### config.mk
export PLATFORM = sky130hd
export DESIGN_NAME = frame_deframer_with_host_table_flat
export DESIGN_NICKNAME = d
export VERILOG_FILES = /design/src/rtl/core/fdht_pkg.sv /design/src/rtl/core/fdht_if.sv /design/src/rtl/core/fdht_front.sv /design/src/rtl/core/fdht_queue.sv /design/src/rtl/core/fdht_back.sv /design/src/rtl/core/frame_deframer_with_host_table.sv /design/src/flat_wrapper.sv
export SDC_FILE = /design/constraint.sdc
export NUM_CORES = 1
export LEC_CHECK = 0
export BUFFER_PORTS_ARGS = -buffer_cell sky130_fd_sc_hd__buf_2
export CORE_UTILIZATION = 55
export CTS_CLUSTER_DIAMETER = 50
export DETAILED_ROUTE_END_ITERATION = 7
export PLACE_DENSITY = 0.7
export REMOVE_ABC_BUFFERS = 1
export SYNTH_ARGS = -nofsm -noshare
export SYNTH_HDL_FRONTEND = slang
export SYNTH_HIERARCHICAL = 1
export SYNTH_SLANG_ARGS = --single-unit
### constraint.sdc
create_clock -name clk -period 19.8 [get_ports clk]
set_input_delay 3.96 -clock clk [delete_from_list [all_inputs] [get_ports clk]]
set_output_delay 3.96 -clock clk [all_outputs]
set_load 0.02 [all_outputs]
### src/rtl/core/fdht_pkg.sv
//------------------------------------------------------------------------------
// fdht_pkg
// Shared types and constants for the frame deframer with host table.
//------------------------------------------------------------------------------
`default_nettype none
package fdht_pkg;
	localparam int HostSlots  = 4;
	localparam int FrameBytes = 16;
	localparam int SlotW      = $clog2(HostSlots);
	localparam int CntW       = $clog2(HostSlots + 1);
	localparam int FillW      = $clog2(FrameBytes + 1);
	localparam int QDepth     = 2;

	localparam logic [7:0] MagicByte   = 8'h53;
	localparam logic [7:0] VersionByte = 8'h01;

	typedef enum logic [1:0] {
		REQ_BYTE = 2'd0,
		REQ_CONN = 2'd1,
		REQ_DISC = 2'd2,
		REQ_NONE = 2'd3
	} req_t;

	typedef enum logic [7:0] {
		FK_MOUSE = 8'd1,
		FK_ENTER = 8'd2,
		FK_LEAVE = 8'd3,
		FK_PING  = 8'd4
	} frame_kind_t;

	typedef enum logic [2:0] {
		RK_MOUSE   = 3'd0,
		RK_RELEASE = 3'd1,
		RK_ENTER   = 3'd2,
		RK_PING    = 3'd3,
		RK_CONN    = 3'd4,
		RK_FULL    = 3'd5,
		RK_DISC    = 3'd6
	} result_kind_t;

	typedef struct packed {
		logic [1:0]  req_type;
		logic [7:0]  rx_byte;
		logic [15:0] link_id;
		logic [47:0] peer_mac;
	} in_item_t;

	typedef struct packed {
		logic [2:0]         result_kind;
		logic [15:0]        target_link;
		logic [7:0]         buttons;
		logic signed [15:0] move_x;
		logic signed [15:0] move_y;
		logic signed [7:0]  wheel;
		logic signed [7:0]  pan;
		logic [7:0]         node;
		logic [7:0]         edge_res;
		logic [15:0]        sequence_res;
		logic [2:0]         host_count;
		logic               restart_advertising;
	} out_item_t;

	// classified work for the back part
	typedef struct packed {
		logic        is_frame;
		logic        is_conn;
		logic        is_disc;
		logic [7:0]  kind;
		logic [7:0]  node;
		logic [15:0] seq;
		logic [7:0]  b6;
		logic [15:0] mx;
		logic [15:0] my;
		logic [7:0]  wh;
		logic [7:0]  pn;
		logic [15:0] link_id;
		logic [47:0] peer_mac;
	} cmd_t;
endpackage
`default_nettype wire

### src/rtl/core/fdht_if.sv
//------------------------------------------------------------------------------
// fdht_if
// Valid/ready channel carrying one payload item.
//------------------------------------------------------------------------------
`default_nettype none
interface fdht_if #(parameter type T = logic) ();
	logic valid;
	logic ready;
	T     data;
	modport source (output valid, output data, input ready);
	modport sink (input valid, input data, output ready);
endinterface
`default_nettype wire

### src/rtl/core/fdht_front.sv
//------------------------------------------------------------------------------
// fdht_front
// Byte window, magic/version check and request classification.
//------------------------------------------------------------------------------
`default_nettype none
module fdht_front (
	input  wire logic              clk,
	input  wire logic              arst_n,
	input  wire logic              in_valid,
	output logic                   in_ready,
	input  fdht_pkg::in_item_t     in_data,
	output logic                   cmd_valid,
	input  wire logic              cmd_ready,
	output fdht_pkg::cmd_t         cmd
);
	import fdht_pkg::*;

	logic [7:0]       win_q [FrameBytes];
	logic [FillW-1:0] fill_q;
	logic [7:0]       nw [FrameBytes];
	logic             take;
	logic             full;
	logic             match;

	assign in_ready = cmd_ready;
	assign take     = in_valid && in_ready;

	always_comb begin
		for (int i = 0; i < FrameBytes; i++) begin
			nw[i] = win_q[i];
		end
		nw[FrameBytes-1] = in_data.rx_byte;
		for (int i = 0; i < FrameBytes - 1; i++) begin
			if (fill_q == FillW'(i)) begin
				nw[i] = in_data.rx_byte;
			end
		end
	end

	assign full  = (fill_q == FillW'(FrameBytes - 1));
	assign match = (nw[0] == MagicByte) && (nw[1] == VersionByte);

	always_ff @(posedge clk) begin
		if (take && in_data.req_type == REQ_BYTE) begin
			if (full && !match) begin
				for (int i = 0; i < FrameBytes - 1; i++) begin
					win_q[i] <= nw[i+1];
				end
			end else begin
				for (int i = 0; i < FrameBytes; i++) begin
					win_q[i] <= nw[i];
				end
			end
		end
	end

	always_ff @(posedge clk or negedge arst_n) begin
		if (!arst_n) begin
			fill_q <= '0;
		end else if (take && in_data.req_type == REQ_BYTE) begin
			if (!full) begin
				fill_q <= fill_q + 1'b1;
			end else if (match) begin
				fill_q <= '0;
			end
		end
	end

	always_comb begin
		cmd           = '0;
		cmd.kind      = nw[2];
		cmd.node      = nw[3];
		cmd.seq       = {nw[5], nw[4]};
		cmd.b6        = nw[6];
		cmd.mx        = {nw[9], nw[8]};
		cmd.my        = {nw[11], nw[10]};
		cmd.wh        = nw[12];
		cmd.pn        = nw[13];
		cmd.link_id   = in_data.link_id;
		cmd.peer_mac  = in_data.peer_mac;
		case (req_t'(in_data.req_type))
			REQ_BYTE: cmd.is_frame = full && match;
			REQ_CONN: cmd.is_conn = 1'b1;
			REQ_DISC: cmd.is_disc = 1'b1;
			default:  cmd.is_frame = 1'b0;
		endcase
		cmd_valid = in_valid && (cmd.is_frame || cmd.is_conn || cmd.is_disc);
	end
endmodule
`default_nettype wire

### src/rtl/core/fdht_queue.sv
//------------------------------------------------------------------------------
// fdht_queue
// Short command queue between front and back.
//------------------------------------------------------------------------------
`default_nettype none
module fdht_queue (
	input  wire logic          clk,
	input  wire logic          arst_n,
	input  wire logic          wr_valid,
	output logic               wr_ready,
	input  fdht_pkg::cmd_t     wr_data,
	output logic               rd_valid,
	input  wire logic          rd_ready,
	output fdht_pkg::cmd_t     rd_data
);
	import fdht_pkg::*;

	cmd_t                  mem_q [QDepth];
	logic [$clog2(QDepth)-1:0] wp_q, rp_q;
	logic [$clog2(QDepth):0]   cnt_q;
	logic                  wr, rd;

	assign wr_ready = (cnt_q != ($clog2(QDepth)+1)'(QDepth));
	assign rd_valid = (cnt_q != '0);
	assign rd_data  = mem_q[rp_q];
	assign wr       = wr_valid && wr_ready;
	assign rd       = rd_valid && rd_ready;

	always_ff @(posedge clk) begin
		if (wr) begin
			mem_q[wp_q] <= wr_data;
		end
	end

	always_ff @(posedge clk or negedge arst_n) begin
		if (!arst_n) begin
			wp_q  <= '0;
			rp_q  <= '0;
			cnt_q <= '0;
		end else begin
			if (wr) begin
				wp_q <= wp_q + 1'b1;
			end
			if (rd) begin
				rp_q <= rp_q + 1'b1;
			end
			case ({wr, rd})
				2'b10:   cnt_q <= cnt_q + 1'b1;
				2'b01:   cnt_q <= cnt_q - 1'b1;
				default: cnt_q <= cnt_q;
			endcase
		end
	end
endmodule
`default_nettype wire

### src/rtl/core/fdht_back.sv
//------------------------------------------------------------------------------
// fdht_back
// Sequence gate, host table and result register.
//------------------------------------------------------------------------------
`default_nettype none
module fdht_back (
	input  wire logic          clk,
	input  wire logic          arst_n,
	input  wire logic          cmd_valid,
	output logic               cmd_ready,
	input  fdht_pkg::cmd_t     cmd,
	output logic               out_valid,
	input  wire logic          out_ready,
	output fdht_pkg::out_item_t out_data
);
	import fdht_pkg::*;

	logic                 seq_valid_q;
	logic [15:0]          seq_latest_q;
	logic [HostSlots-1:0] busy_q;
	logic [15:0]          link_q [HostSlots];
	logic [47:0]          peer_q [HostSlots];
	logic                 ov_q;
	out_item_t            od_q;

	logic                 take, gate_ok, bound, emit;
	logic [15:0]          d;
	logic [15:0]          blink;
	logic [HostSlots-1:0] busy_n;
	logic [SlotW-1:0]     free_i, hit_i;
	logic                 free_f, hit_f;
	out_item_t            r;

	assign cmd_ready = !ov_q || out_ready;
	assign take      = cmd_valid && cmd_ready;
	assign out_valid = ov_q;
	assign out_data  = od_q;
	assign d         = cmd.seq - seq_latest_q;
	assign gate_ok   = !seq_valid_q || (d != 16'd0 && !d[15]);

	always_comb begin
		free_f = 1'b0;
		free_i = '0;
		hit_f  = 1'b0;
		hit_i  = '0;
		bound  = 1'b0;
		blink  = '0;
		for (int i = HostSlots - 1; i >= 0; i--) begin
			if (!busy_q[i]) begin
				free_f = 1'b1;
				free_i = SlotW'(i);
			end
			if (busy_q[i] && peer_q[i] == cmd.peer_mac) begin
				hit_f = 1'b1;
				hit_i = SlotW'(i);
			end
			if (busy_q[i] && cmd.node == 8'(i + 1)) begin
				bound = 1'b1;
				blink = link_q[i];
			end
		end
		busy_n = busy_q;
		if (cmd.is_conn && free_f) begin
			busy_n[free_i] = 1'b1;
		end
		if (cmd.is_disc && hit_f) begin
			busy_n[hit_i] = 1'b0;
		end
	end

	always_comb begin
		r          = '0;
		emit       = 1'b0;
		r.host_count = CntW'($countones(busy_n));
		if (cmd.is_conn) begin
			emit = 1'b1;
			r.target_link = cmd.link_id;
			r.result_kind = free_f ? RK_CONN : RK_FULL;
			r.restart_advertising = (r.host_count < 3'(HostSlots));
		end else if (cmd.is_disc) begin
			emit = 1'b1;
			r.result_kind = RK_DISC;
			r.target_link = hit_f ? link_q[hit_i] : 16'd0;
			r.restart_advertising = 1'b1;
		end else if (cmd.is_frame && gate_ok) begin
			r.target_link  = blink;
			r.node         = cmd.node;
			r.sequence_res = cmd.seq;
			case (frame_kind_t'(cmd.kind))
				FK_MOUSE: begin
					emit = bound;
					r.result_kind = RK_MOUSE;
					r.buttons = cmd.b6;
					r.move_x = cmd.mx;
					r.move_y = cmd.my;
					r.wheel = cmd.wh;
					r.pan = cmd.pn;
				end
				FK_LEAVE: begin
					emit = bound;
					r.result_kind = RK_RELEASE;
				end
				FK_ENTER: begin
					emit = bound;
					r.result_kind = RK_ENTER;
					r.edge_res = cmd.b6;
				end
				FK_PING: begin
					emit = 1'b1;
					r.result_kind = RK_PING;
				end
				default: emit = 1'b0;
			endcase
		end
	end

	always_ff @(posedge clk) begin
		if (take && cmd.is_conn && free_f) begin
			link_q[free_i] <= cmd.link_id;
			peer_q[free_i] <= cmd.peer_mac;
		end
		if (take && emit) begin
			od_q <= r;
		end
	end

	always_ff @(posedge clk or negedge arst_n) begin
		if (!arst_n) begin
			seq_valid_q  <= 1'b0;
			seq_latest_q <= '0;
			busy_q       <= '0;
			ov_q         <= 1'b0;
		end else begin
			if (take) begin
				busy_q <= busy_n;
				if (cmd.is_frame && gate_ok) begin
					seq_valid_q  <= 1'b1;
					seq_latest_q <= cmd.seq;
				end
				ov_q <= emit;
			end else if (out_ready) begin
				ov_q <= 1'b0;
			end
		end
	end
endmodule
`default_nettype wire

### src/rtl/core/frame_deframer_with_host_table.sv
//------------------------------------------------------------------------------
// frame_deframer_with_host_table
// Serial frame deframer with a host connection table.
//
//   channel  dir  payload
//   req      in   req_type, rx_byte, link_id, peer_mac
//   rsp      out  result_kind .. restart_advertising
//
// One item per cycle while the result is not stalled. Front registers the
// byte window; a two-entry queue feeds the back, which registers the table
// update and the result. Reset clears window fill, sequence gate, slot
// busy bits, queue and result valid. A stalled result holds and backs up
// the queue, then the input.
//------------------------------------------------------------------------------
`default_nettype none
module frame_deframer_with_host_table (
	input  wire logic clk,
	input  wire logic arst_n,
	fdht_if.sink      req,
	fdht_if.source    rsp
);
	import fdht_pkg::*;

	logic f_valid, f_ready, b_valid, b_ready;
	cmd_t f_cmd, b_cmd;

	fdht_front u_front (
		.clk(clk), .arst_n(arst_n),
		.in_valid(req.valid), .in_ready(req.ready), .in_data(req.data),
		.cmd_valid(f_valid), .cmd_ready(f_ready), .cmd(f_cmd)
	);

	fdht_queue u_queue (
		.clk(clk), .arst_n(arst_n),
		.wr_valid(f_valid), .wr_ready(f_ready), .wr_data(f_cmd),
		.rd_valid(b_valid), .rd_ready(b_ready), .rd_data(b_cmd)
	);

	fdht_back u_back (
		.clk(clk), .arst_n(arst_n),
		.cmd_valid(b_valid), .cmd_ready(b_ready), .cmd(b_cmd),
		.out_valid(rsp.valid), .out_ready(rsp.ready), .out_data(rsp.data)
	);
endmodule
`default_nettype wire
### src/flat_wrapper.sv
// flat-port wrapper written by rule: the top's interface ports become plain ports
module frame_deframer_with_host_table_flat import fdht_pkg::*;
  (clk, arst_n, req_valid, req_data, req_ready, rsp_valid, rsp_data, rsp_ready);
  fdht_if req_i ();
  fdht_if rsp_i ();
  input  wire logic clk;
  input  wire logic arst_n;
  input wire logic [$bits(req_i.valid)-1:0] req_valid;
  input wire logic [$bits(req_i.data)-1:0] req_data;
  output wire logic [$bits(req_i.ready)-1:0] req_ready;
  output wire logic [$bits(rsp_i.valid)-1:0] rsp_valid;
  output wire logic [$bits(rsp_i.data)-1:0] rsp_data;
  input wire logic [$bits(rsp_i.ready)-1:0] rsp_ready;
  assign req_i.valid = req_valid;
  assign req_i.data = req_data;
  assign req_ready = req_i.ready;
  assign rsp_valid = rsp_i.valid;
  assign rsp_data = rsp_i.data;
  assign rsp_i.ready = rsp_ready;
  frame_deframer_with_host_table u_core (.clk(clk), .arst_n(arst_n), .req(req_i), .rsp(rsp_i));
endmodule
==> results.yml, run 1 <==
detailed_routing:
  via_count: 13600
  wl_per_cell_um: 20.2
  drc: 0
  drtIter0Drc: 956
  avgViaCountPerCell: 5.61
  first_pass_iters: 5
  wirelength_um: 48900
  drtAntennaViolNets: 0
power:
  power_density_nw_per_um2: 137
  p_int_w: 0.00243
  switching_share_pct: 33.8
  netSwitchingPower_w: 0.00124
  ir_worst_vdd_v: 0.0000961
  leakagePower_nw: 9.31
  power_frac_comb_pct: 32.5
  p_clk_share_pct: 27.5
  seq_power_share_pct: 40.0
run:
  drv_cap: 0
global_routing:
  grt_pass1_vias: 13700
  grt_first_pass_wirelength_um: 77100
  grt_max_degree: 74
  antenna_found_initial: 0
  grt_usage_pct: 22.2
  overflow: 0
clock_network:
  cts_sinks: 510
  root_buffer: "clkbuf_16"
  post-cts-setup-buffers: 0
  ctsHoldBuffers: 0
  cts_buffers: 54
  insertion_delay_ns: 0.59
  clkSlewWorstSetupHoldPaths_ns: 0.06
  ctsHtreeMaxLevel: 2
  tritoncts: "yes"
  cts_resized: 0
  cts_buffer_depth: 3
timing:
  rsz0062_at_grt: "no"
  finalCritPeriodShare_pct: 31.0
  slew_viol_final: 0
  timing.setup.tns_ns: 0
  skew_ns: 0.0174
  fmax_mhz: 163
  finalHoldViolations: 0
  setup_viol: 0
  slew_headroom_pct: 24.7
  worst_hold_slack_ns: 0.523
  worst_pin_slew_ns: 1.12
  period_needed_ns: 6.15
layout:
  drive_above_1_share_pct: 12.8
  syn_to_final_growth_pct: 8.60
  stdcell_area_um2: 26700
  finalCoreUtilization_pct: 60.4
  nets: 1814
  diodes: 0
place:
  io_buffers: 7
  dp_hpwl_um: 32800
  placed_area_um2: 24900
  gp_congestion: 0.936
die:
  die_h_um: 213
  row_count: 77
  pin_count: 8
  coreArea_um2: 44100
  die-area_um2: 45500
  initial_core_util_pct: 55.6
  fp.dieW_um: 213
setup_path:
  cp_data_arrival_time_ns: 6.48
  crit_path_max_fanout: 73
  cp.required_ns: 20.14
  end_kind: "register"
  crit_type: "in2reg"
  start_kind: "input pin"
min_path:
  hp-class: "reg2reg"
outcome:
  status: "finished clean"
logic_synthesis:
  syn-cell-area_um2: 24600
  netlist_instances: 1774
  syn_avg_cell_area_um2: 13.8
  yosysWarnings: 6
-- per-stage QoR --
stage / std cells / worst slack, ns / total power (W)
floorplan: 1709 / 10.50 / 0.00235
global placement: 2321 / 13.13 / 0.00264
detailed placement: 2321 / 13.02 / 0.00267
CTS: 2423 / 13.65 / 0.00369
global route: 2423 / 13.40 / 0.00385
finish: 2423 / 13.65 / 0.00366
-- placed cells by master, fill, tap and decap left out, types with 5 or more instances in the layout --
master       n
a21oi_1     41
a31oi_1     16
and2_1       6
and3_1       6
buf_2        7
buf_4       13
bufinv_16    6
clkbuf_1    10
clkbuf_16   55
clkinv_1    11
clkinv_2    10
conb_1      65
dfrtp_1     30
edfxtp_1   479
ha_1        22
inv_1      108
mux2_1       8
mux2_2      97
mux2i_1    184
nand2_1     64
nand2b_1    47
nand3_1     24
nand4_1     29
nor2_1      62
nor3_1      13
nor3_2       5
nor4_1      62
o2111ai_1    6
o21ai_0     14
o21ai_1     21
o221a_1      7
o22a_1       7
o31ai_1      7
or4_1       14
xnor2_1     12
xor2_1     171
-- worst max-delay path: stages --
cell and delay [ns]:
buf_2 0.09, nand3_1 0.30, inv_4 0.75, nand2_1 0.21
a21oi_4 0.17, buf_4 0.56, mux2_1 0.39
-- path summary, 6_finish.rpt --
kind                                          from                            end  slack, ns  cells after the start
max                                      req_valid    u_core/u_front/win_q[1][37]      13.65                      7
min                        u_core/u_queue/cnt_q[1]        u_core/u_queue/cnt_q[1]       0.52                      1
max reg2reg                    u_core/u_queue/rp_q  u_core/u_back/seq_latest_q[0]      14.05                     11
min reg2reg                u_core/u_queue/cnt_q[1]        u_core/u_queue/cnt_q[1]       0.52                      1
max in group asynchronous                   arst_n            u_core/u_queue/rp_q      15.71                      1
min in group asynchronous                   arst_n  u_core/u_back/seq_latest_q[3]       3.47                      1
-- layer usage --
metal / track usage, % / vias up / wire length [µm] / part of all wire (%)
met4: 7.54 / 0 / 1430 / 2.9
li1: - / 6491 / - / -
met2: 38.7 / 301 / 24800 / 51
met5: 0 / - / 0 / 0
met3: 3.03 / 82 / 1840 / 3.8
met1: 28.4 / 6710 / 20900 / 43
-- sequential cells by signal, indices dropped and copies added, names as in the netlist --
signal / cells
u_core/u_front/fill_q: 5
u_core/u_back/peer_q: 192
u_core/u_queue/wp_q: 1
u_core/u_back/seq_valid_q: 1
u_core/u_queue/mem_q: 166
u_core/u_back/seq_latest_q: 16
u_core/u_queue/rp_q: 1
u_core/u_back/out_data: 1
u_core/u_queue/cnt_q: 2
u_core/u_back/out_valid: 1
u_core/u_back/busy_q: 4
u_core/u_front/win_q: 120
-- layout make-up --
class	count	area [µm²]
flip-flops and latches	510	15200
fillers	3488	17500
clock inverters	35	353
multi-input cells	1090	8420
repair buffers	20	133
well taps	592	741
clock buffers	67	1440
inverters	109	412
-- power by group through the flow --
stage	clock [W]	combinational, W	sequential (W)
2_1_floorplan	0	0.000865	0.00149
3_3_place_gp	0	0.00116	0.00148
3_5_place_dp	0	0.00118	0.00149
4_1_cts	0.00103	0.00119	0.00147
5_1_grt	0.00107	0.00130	0.00148
6_report	0.00101	0.00119	0.00147
(Power assumes the default switching activity.)
==> run 2: changes to the inputs <==
- PLACE_DENSITY: 0.7 -> 0.73
- clock period: 19.8 -> 5.4 ns (I/O delays scaled with it)
==> run 2 against run 1 <==
Effect of this change: total power increased to 3.7 times the previous value; critical path type is now reg2reg; register-to-register slack got worse by 13 ns; sequential power increased to 3.7 times the previous value; cell area increased by 0.37%; worst setup slack got worse by 13 ns; core utilization increased by 0.22 points; final cell count increased by 0.29%; hold slack got worse by 0.025 ns; routed wire length increased by 4.0%; critical path depth increased by 6; die area unchanged; non-clock buffer count increased by 9.
==> results.yml, run 2 (synthesized netlist as in run 1, its figures left out) <==
timing:
  finalHoldViolations: 0
  worst_hold_slack_ns: 0.498
  setup_viol: 0
  rsz0062_at_grt: "no"
  slew_viol_final: 0
  skew_ns: 0.0208
  fmax_mhz: 206
  slew_headroom_pct: 28.3
  worst_pin_slew_ns: 1.07
  period_needed_ns: 4.85
  finalCritPeriodShare_pct: 89.7
place:
  place_inst: 2330
  io_buffers: 7
  gp_congestion: 0.944
  dp_hpwl_um: 34200
power:
  total_power_w: 0.0135
  leakagePower_nw: 9.37
  ir_worst_vdd_v: 0.000292
  power_density_nw_per_um2: 505
clock_network:
  cts_buffers: 55
  clkSlewWorstSetupHoldPaths_ns: 0.06
  insertion_delay_ns: 0.60
  ctsHoldBuffers: 0
  ctsHtreeMaxLevel: 2
  post-cts-setup-buffers: 0
  cts_sinks: 510
  root_buffer: "clkbuf_16"
  cts_resized: 0
  tritoncts: "yes"
  cts_buffer_depth: 3
detailed_routing:
  drtAntennaViolNets: 0
  avgViaCountPerCell: 5.62
  drtIter0Drc: 825
  first_pass_iters: 5
  via_count: 13700
  wirelength_um: 50800
  wl_per_cell_um: 20.9
  drc: 0
setup_path:
  crit_path_max_fanout: 34
  cp.required_ns: 5.82
  reg2reg_from: "u_core/u_queue/rp_q"
  rr_endpoint: "u_core/u_back/out_data[0]"
  path_buf_inv: 1
  rr_worst_depth: 13
  crit_type: "reg2reg"
  start_kind: "register"
  path_common_cell: "ha_1"
  path_cells: "buf_4 -> mux2_2 -> xor2_1 -> nor4_1 -> nand4_1 -> or4_1 -> o21ba_2 -> nand2_1 -> a2bb2oi_1 -> fa_1 -> ha_1 -> ha_1 -> o21ai_0"
  ff2ff_setup_slack_ns: 0.55
  cp_data_arrival_time_ns: 5.27
  worst-path-stages: 13
  slowest_delay_ns: 0.78
  end_kind: "register"
  path_delay_family: "simple AND/OR/NAND/NOR gates"
  cpMaxStageDelayCell: "dfrtp_4"
layout:
  nets: 1824
  syn_to_final_growth_pct: 8.99
  drive_above_1_share_pct: 13.4
  final_cell_mix: "479 x edfxtp_1, 184 x mux2i_1, 171 x xor2_1"
  diodes: 0
  mostFrequentLayoutCell: "edfxtp_1"
  top_regs: "u_core/u_back/peer_q (192), u_core/u_queue/mem_q (166), u_core/u_front/win_q (120)"
  finalCoreUtilization_pct: 60.7
  regMostFlops: "u_core/u_back/peer_q"
  largest_reg_flops: 192
  layout.cells.non_filler: 2430
global_routing:
  grt_pass1_vias: 13900
  antenna_found_initial: 0
  grt_max_degree: 85
  grt_first_pass_wirelength_um: 79100
  overflow: 0
  grt_usage_pct: 23.1
outcome:
  status: "finished clean"
min_path:
  holdPathEnd: "u_core/u_queue/cnt_q[1]"
  whs_path_depth: 1
  hold_start: "u_core/u_queue/cnt_q[1]"
  hp-class: "reg2reg"
run:
  drv_cap: 0
die:
  die_h_um: 213
  pin_count: 8
  die-area_um2: 45500
  row_count: 77
  initial_core_util_pct: 55.6
  coreArea_um2: 44100
  fp.dieW_um: 213
run 2: cell types whose count changed in the layout (fill, tap and decap cells not counted), sizes merged:
cell    delta
clkbuf     +2
inv        +1
buf        +9
bufinv     -2
clkinv     -3
run 2: layout make-up:
| class | instances | area [µm²] |
|---|---|---|
| clock buffer | 69 | 1500 |
| inverter | 109 | 412 |
| sequential | 510 | 15200 |
| timing repair buffer | 29 | 238 |
| clock inverter | 31 | 285 |
| tap | 592 | 741 |
| multi-input combinational | 1090 | 8420 |
| fill | 3427 | 17400 |
run 2: per-stage QoR:
step	TNS (ns)	setup slack (ns)	cell area, µm²
5_1_grt	0	0.367	26800
2_1_floorplan	-224.90	-1.25	23900
3_5_place_dp	0	0.623	25000
6_report	0	0.555	26800
4_1_cts	0	0.599	26800
3_3_place_gp	0	0.710	25000
run 2: worst max-delay path by stage:
stage | from | end | slack, ns
final | u_core/u_queue/rp_q | u_core/u_back/out_data[0] | 0.55
after global routing | u_core/u_queue/rp_q | u_core/u_back/out_data[0] | 0.37
after CTS | u_core/u_queue/rp_q | u_core/u_back/out_data[0] | 0.60
after detailed placement | u_core/u_queue/rp_q | u_core/u_back/out_data[0] | 0.62
after global placement | u_core/u_queue/rp_q | u_core/u_back/out_data[0] | 0.71
after floorplan | u_core/u_queue/rp_q | u_core/u_back/peer_q[1][0] | -1.25
run 2: metal layers:
layer	share of wire (%)	GRT usage [%]	wire (µm)	vias to the layer above
li1	-	-	-	6523
met1	41	28.7	20900	6762
met2	51	40.5	26000	289
met3	4.2	3.65	2150	94
met4	3.5	8.87	1780	0
met5	0	0	0	-
run 2: power breakdown:
part | internal (W) | total (W) | switching [W] | leakage, nW
clock network | 0.00217 | 0.00370 | 0.00153 | 0.881
registers | 0.00511 | 0.00538 | 0.000269 | 4.71
logic | 0.00163 | 0.00444 | 0.00281 | 3.78
run 2: worst reg2reg max path: cells and delay by family (launching register included):
| family | cells | cell delay (ns) |
|---|---|---|
| AO/OA/AOI/OAI | 3 | 0.61 |
| flip-flops | 1 | 0.78 |
| multiplexers | 1 | 0.45 |
| XOR/XNOR | 1 | 0.19 |
| AND/OR/NAND/NOR | 4 | 1.44 |
| adder cells (fa/ha/maj) | 3 | 0.85 |
| buffers and inverters | 1 | 0.35 |
